## src/rtl/fft_radix2_q15_assert.svh

```systemverilog
// Assertion macros for the radix-2 FFT block.
// Needs clk and rst_n in the scope where a macro is used.
`ifndef FFT_RADIX2_Q15_ASSERT_SVH
`define FFT_RADIX2_Q15_ASSERT_SVH

// Same-cycle implication, reset masked
`define FFTR2_ASSERT_NOW(lbl, ante, cons, msg) \
  lbl: assert property (@(posedge clk) disable iff (!rst_n) (ante) |-> (cons)) else $error(msg);

// Next-cycle implication, reset masked
`define FFTR2_ASSERT_NXT(lbl, ante, cons, msg) \
  lbl: assert property (@(posedge clk) disable iff (!rst_n) (ante) |=> (cons)) else $error(msg);

`endif

```

## src/rtl/fftr2_pkg.sv

```systemverilog
// Shared types and codes for the radix-2 Q15 FFT.
// No dependencies.
`timescale 1ns / 1ps
package fftr2_pkg;

  typedef logic signed [15:0] q15_t;

  typedef struct packed {
    q15_t re;
    q15_t im;
  } cplx_t;

  // operands handed to the butterfly unit
  typedef struct packed {
    cplx_t u;
    cplx_t v;
    q15_t  c;
    q15_t  s;
  } bfly_in_t;

  localparam logic [1:0] OP_LOAD = 2'd0;
  localparam logic [1:0] OP_RUN  = 2'd1;
  localparam logic [1:0] OP_READ = 2'd2;

  localparam logic KIND_ACK = 1'b0;
  localparam logic KIND_BIN = 1'b1;

  localparam logic [3:0] LOG2_POINTS_RST = 4'd10;

endpackage

```

## src/rtl/fftr2_bfly.sv

```systemverilog
// Scaled radix-2 butterfly: halves both operands, products registered,
// wrapping 16-bit sums after. Depends on fftr2_pkg.
`timescale 1ns / 1ps
module fftr2_bfly import fftr2_pkg::*; (
  input  logic     clk,
  input  logic     en,
  input  bfly_in_t op_i,
  output cplx_t    a_o,
  output cplx_t    b_o
);

  q15_t               vr, vi;
  q15_t               ur_r, ui_r;
  logic signed [31:0] p_vr_c_r, p_vi_s_r, p_vi_c_r, p_vr_s_r;
  q15_t               twr, twi;

  // operands halved by arithmetic shift
  assign vr = op_i.v.re >>> 1;
  assign vi = op_i.v.im >>> 1;

  // product stage
  always_ff @(posedge clk) begin
    if (en) begin
      ur_r     <= op_i.u.re >>> 1;
      ui_r     <= op_i.u.im >>> 1;
      p_vr_c_r <= vr * op_i.c;
      p_vi_s_r <= vi * op_i.s;
      p_vi_c_r <= vi * op_i.c;
      p_vr_s_r <= vr * op_i.s;
    end
  end

  // >>15 then wrap: only bits 30..15 survive
  assign twr = p_vr_c_r[30:15] + p_vi_s_r[30:15];
  assign twi = p_vi_c_r[30:15] - p_vr_s_r[30:15];

  assign a_o.re = ur_r + twr;
  assign a_o.im = ui_r + twi;
  assign b_o.re = ur_r - twr;
  assign b_o.im = ui_r - twi;

endmodule

```

## config.mk

```make
export PLATFORM = sky130hd
export DESIGN_NAME = fftr2_bfly
export DESIGN_NICKNAME = d
export VERILOG_FILES = /design/src/rtl/fft_radix2_q15_assert.svh /design/src/rtl/fftr2_pkg.sv /design/src/rtl/fftr2_bfly.sv
export SDC_FILE = /design/constraint.sdc
export NUM_CORES = 2
export LEC_CHECK = 0
export BUFFER_PORTS_ARGS = -buffer_cell sky130_fd_sc_hd__clkbuf_2
export CAP_MARGIN = 20
export CORE_UTILIZATION = 62
export CTS_BUF_LIST = sky130_fd_sc_hd__clkbuf_4
export CTS_CLUSTER_DIAMETER = 60
export CTS_CLUSTER_SIZE = 12
export DETAILED_ROUTE_END_ITERATION = 8
export PLACE_DENSITY = 0.89
export SYNTH_ARGS = -nofsm -noshare
export SYNTH_HDL_FRONTEND = slang
export SYNTH_SLANG_ARGS = --single-unit
export TNS_END_PERCENT = 30
```

## constraint.sdc

```tcl
create_clock -name clk -period 18.5 [get_ports clk]
set_input_delay 3.7 -clock clk [delete_from_list [all_inputs] [get_ports clk]]
set_output_delay 3.7 -clock clk [all_outputs]
set_load 0.01 [all_outputs]
```

==> summary.md <==
| Metric | Value |
|---|---|
| Reg clk slew, reported paths | ~0.19 ns |
| Post-synthesis cell type count | slightly below 80 |
| First-pass GRT wire length | roughly 160 mm |
| Worst Path Arrival | around 10 ns |
| Hold violation count in the final report | 0 |
| ANT nets after route | 0 |
| CTS Hold Bufs | 0 |
| Grt ovf | 0 |
| Sum Neg Setup Slack | 0 ns |
| Post-synth top area cell | fa_1 |
| Ys flop type | edfxtp_1 |
| Die width | 259.9 um |
| Slew margin rel. | a little over a third |
| Min cycle time layout | slightly above 10 ns |
| Worst path slowest cell | fa_1 |
| CTS max path bufs | 2 |
| P&R area growth vs syn | 3.313% |
| CTS tree | done |
| Ratio of cells with drive above 1 in the final layout | just under 5% |
| Avg WL per Cell | approximately 18 um |
| CP max stage delay | ~0.86 ns |
| Period utilization | between 50 and 60% |
| IO buf count | around 160 |
| Sequential cell area fraction in the yosys report | slightly below 7% |
| Postcts setup bufs | 0 |
| Commonest non-fill, non-tap cells in the layout | inv_1, fa_1, nand2_1 |
| Critical path's most frequent cell | fa_1 |
| Outcome | finished clean |
| Filler Cells Inserted | approximately 4700 |
| Total track usage | 29.57% |
| Worst setup startpoint | op_i[37] |
| Maxcap violations | 0 |
| Final Util | around two thirds |
| Core area | 0.06575 mm^2 |
| Clk root buf | clkbuf_4 |
| Critical Path Start Type | primary input |
| Layout Nets | between 5000 and 6000 |
| Placer congestion estimate | around 0.88 |
| Boundary Pins | 162 |
| Remaining DRCs | 0 |
| H-tree depth | 3 |
| Final wirelength | about 95 mm |
| Setup CP Type | primary input to flip-flop |
| CTS Sinks | 94 |
| # resized after CTS | 0 |
| Die Area | just under 0.07 mm^2 |
| Final instance area | approximately 0.043 mm^2 |
| Non-filler cells, final | roughly 5300 |
| Hold_sp | op_i[84] |
| Syn avg cell area | 9.315 um^2 |
| Placement Rows | 94 |
| Post-synth top area share | 45.73% |
| Setup crit end kind | flip-flop |
| # setup viols final | 0 |
| Min-Delay Path Class | primary input to flip-flop |
| Slew at the pin closest to its max-slew limit | between 0.9 and 1 ns |
| Crit-path max FO | 32 |
| Placed insts | around 5300 |
| Commonest non-fill, non-tap cell in the layout | inv_1 |
| Post-Syn Instances | approximately 4400 |
| 1st-iter DRT viols | ~1800 |
| Cell Chain, Critical Path | clkbuf_2 > and2_1 > inv_1 > fa_1 > inv_1 > fa_1 > fa_1 > fa_1 > fa_1 > inv_1 > fa_1 > inv_1 > ha_1 > and3_1 > nand3_1 > nor4b_1 > o21a_1 > o31a_1 > nor2_1 > o311ai_0 |
| FFs w/ async S/R, synth | 0% |
| Fmax | roughly 0.1 GHz |
| Initial Util | between 60% and 70% |
| Synthesis-stage register bit count | 94 |
| Antenna violations before repair | 8 |
| Post-synth EDFFs | 94 |
| Net Count, Synth | around 6000 |
| RSZ-0062 raised after global routing | no |
| Yosys Warn Count | 0 |
| Pre-antenna DRT Iters | 6 |
| Max Slew Vio Count | 0 |
| Ranking of synthesized cells by area | fa_1, ha_1, inv_1 |
| CTS Buf Count | 9 |
| Vias | between 20000 and 30000 |
| Die Span Y | approximately 260 um |
| Vias in the first global route | roughly 33000 |
| Synth Cell Area | 0.04124 mm^2 |
| Largest net degree at the start of global routing | 54 |
| Half-perimeter wire length after placement | about 75 mm |
| CP required | around 19 ns |
| Via-to-Cell Ratio | between 5 and 6 |
| Cell Area, Placed | 0.04241 mm^2 |
-- cells in the mapped netlist, types with 30 or more instances --
cell type	instances
clkbuf_1	193
and2_1	424
nor3_1	46
xor2_1	48
xnor2_1	126
a21o_1	30
fa_1	942
nand2_1	496
o21ai_0	43
ha_1	412
edfxtp_1	94
inv_1	1110
a21oi_1	81
nor2_1	134
-- metrics by stage --
step | setup WS, ns | hold slack (ns)
final | 8.347 | 3.331
after global routing | 8.130 | 3.294
after CTS | 8.332 | 3.312
after detailed placement | 7.811 | 3.879
after global placement | 7.855 | 3.877
after floorplan | 8.813 | 3.799
-- worst max-delay path, delay by kind of cell --
family                   cells  cell delay (ns)
AND/OR/NAND/NOR              5             1.13
buffers and inverters        5             0.87
AO/OA/AOI/OAI                3             0.95
adder cells (fa/ha/maj)      7             3.76
-- sequential cells by signal, indices dropped and copies added (netlist names) --
name,flops
p_vr_c_r,16
p_vr_s_r,16
ur_r,15
p_vi_s_r,16
ui_r,15
p_vi_c_r,16
-- layer usage --
| metal | GRT usage, % | wire (um) | vias up |
|---|---|---|---|
| met5 | 0 | 43 | - |
| met4 | 13.91 | 4578 | 6 |
| met3 | 4.591 | 7486 | 360 |
| met2 | 53.58 | 48680 | 1227 |
| met1 | 34.12 | 33940 | 15070 |
| li1 | - | - | 12980 |
-- layout make-up --
cell class	count	area (um^2)	area share, %
Clock inverter	7	75.07	0.1762
Inverter	1110	4167	9.779
Clock buffer	9	67.56	0.1586
Antenna cell	6	15.01	0.03524
Tap cell	864	1081	2.537
Multi-Input combinational cell	3023	33480	78.59
Timing Repair Buffer	169	895.9	2.103
Sequential cell	94	2823	6.625
-- kinds of logic (layout without fill, tap and decap cells) --
kind of cell / count (synthesis) / after routing / share of synthesized area [%]
AO/OA/AOI/OAI: 281 / 281 / 4.736
XOR/XNOR: 174 / 174 / 3.695
adder cells (fa/ha/maj): 1354 / 1354 / 58.23
buffers and inverters: 1310 / 1295 / 11.97
flip-flops: 94 / 94 / 6.845
multiplexers: 1 / 1 / 0.02427
other: 0 / 6 / 0
AND/OR/NAND/NOR: 1213 / 1213 / 14.50
-- worst paths after layout --
path	to	slack [ns]	cells after the start
hold / removal	ur_r[3]	3.33	1
setup / recovery	p_vi_s_r[29]	8.35	20
Power is left out: the tool's default activity adds up to more than one toggle a clock period on the data nets, which glitch-free logic cannot reach.
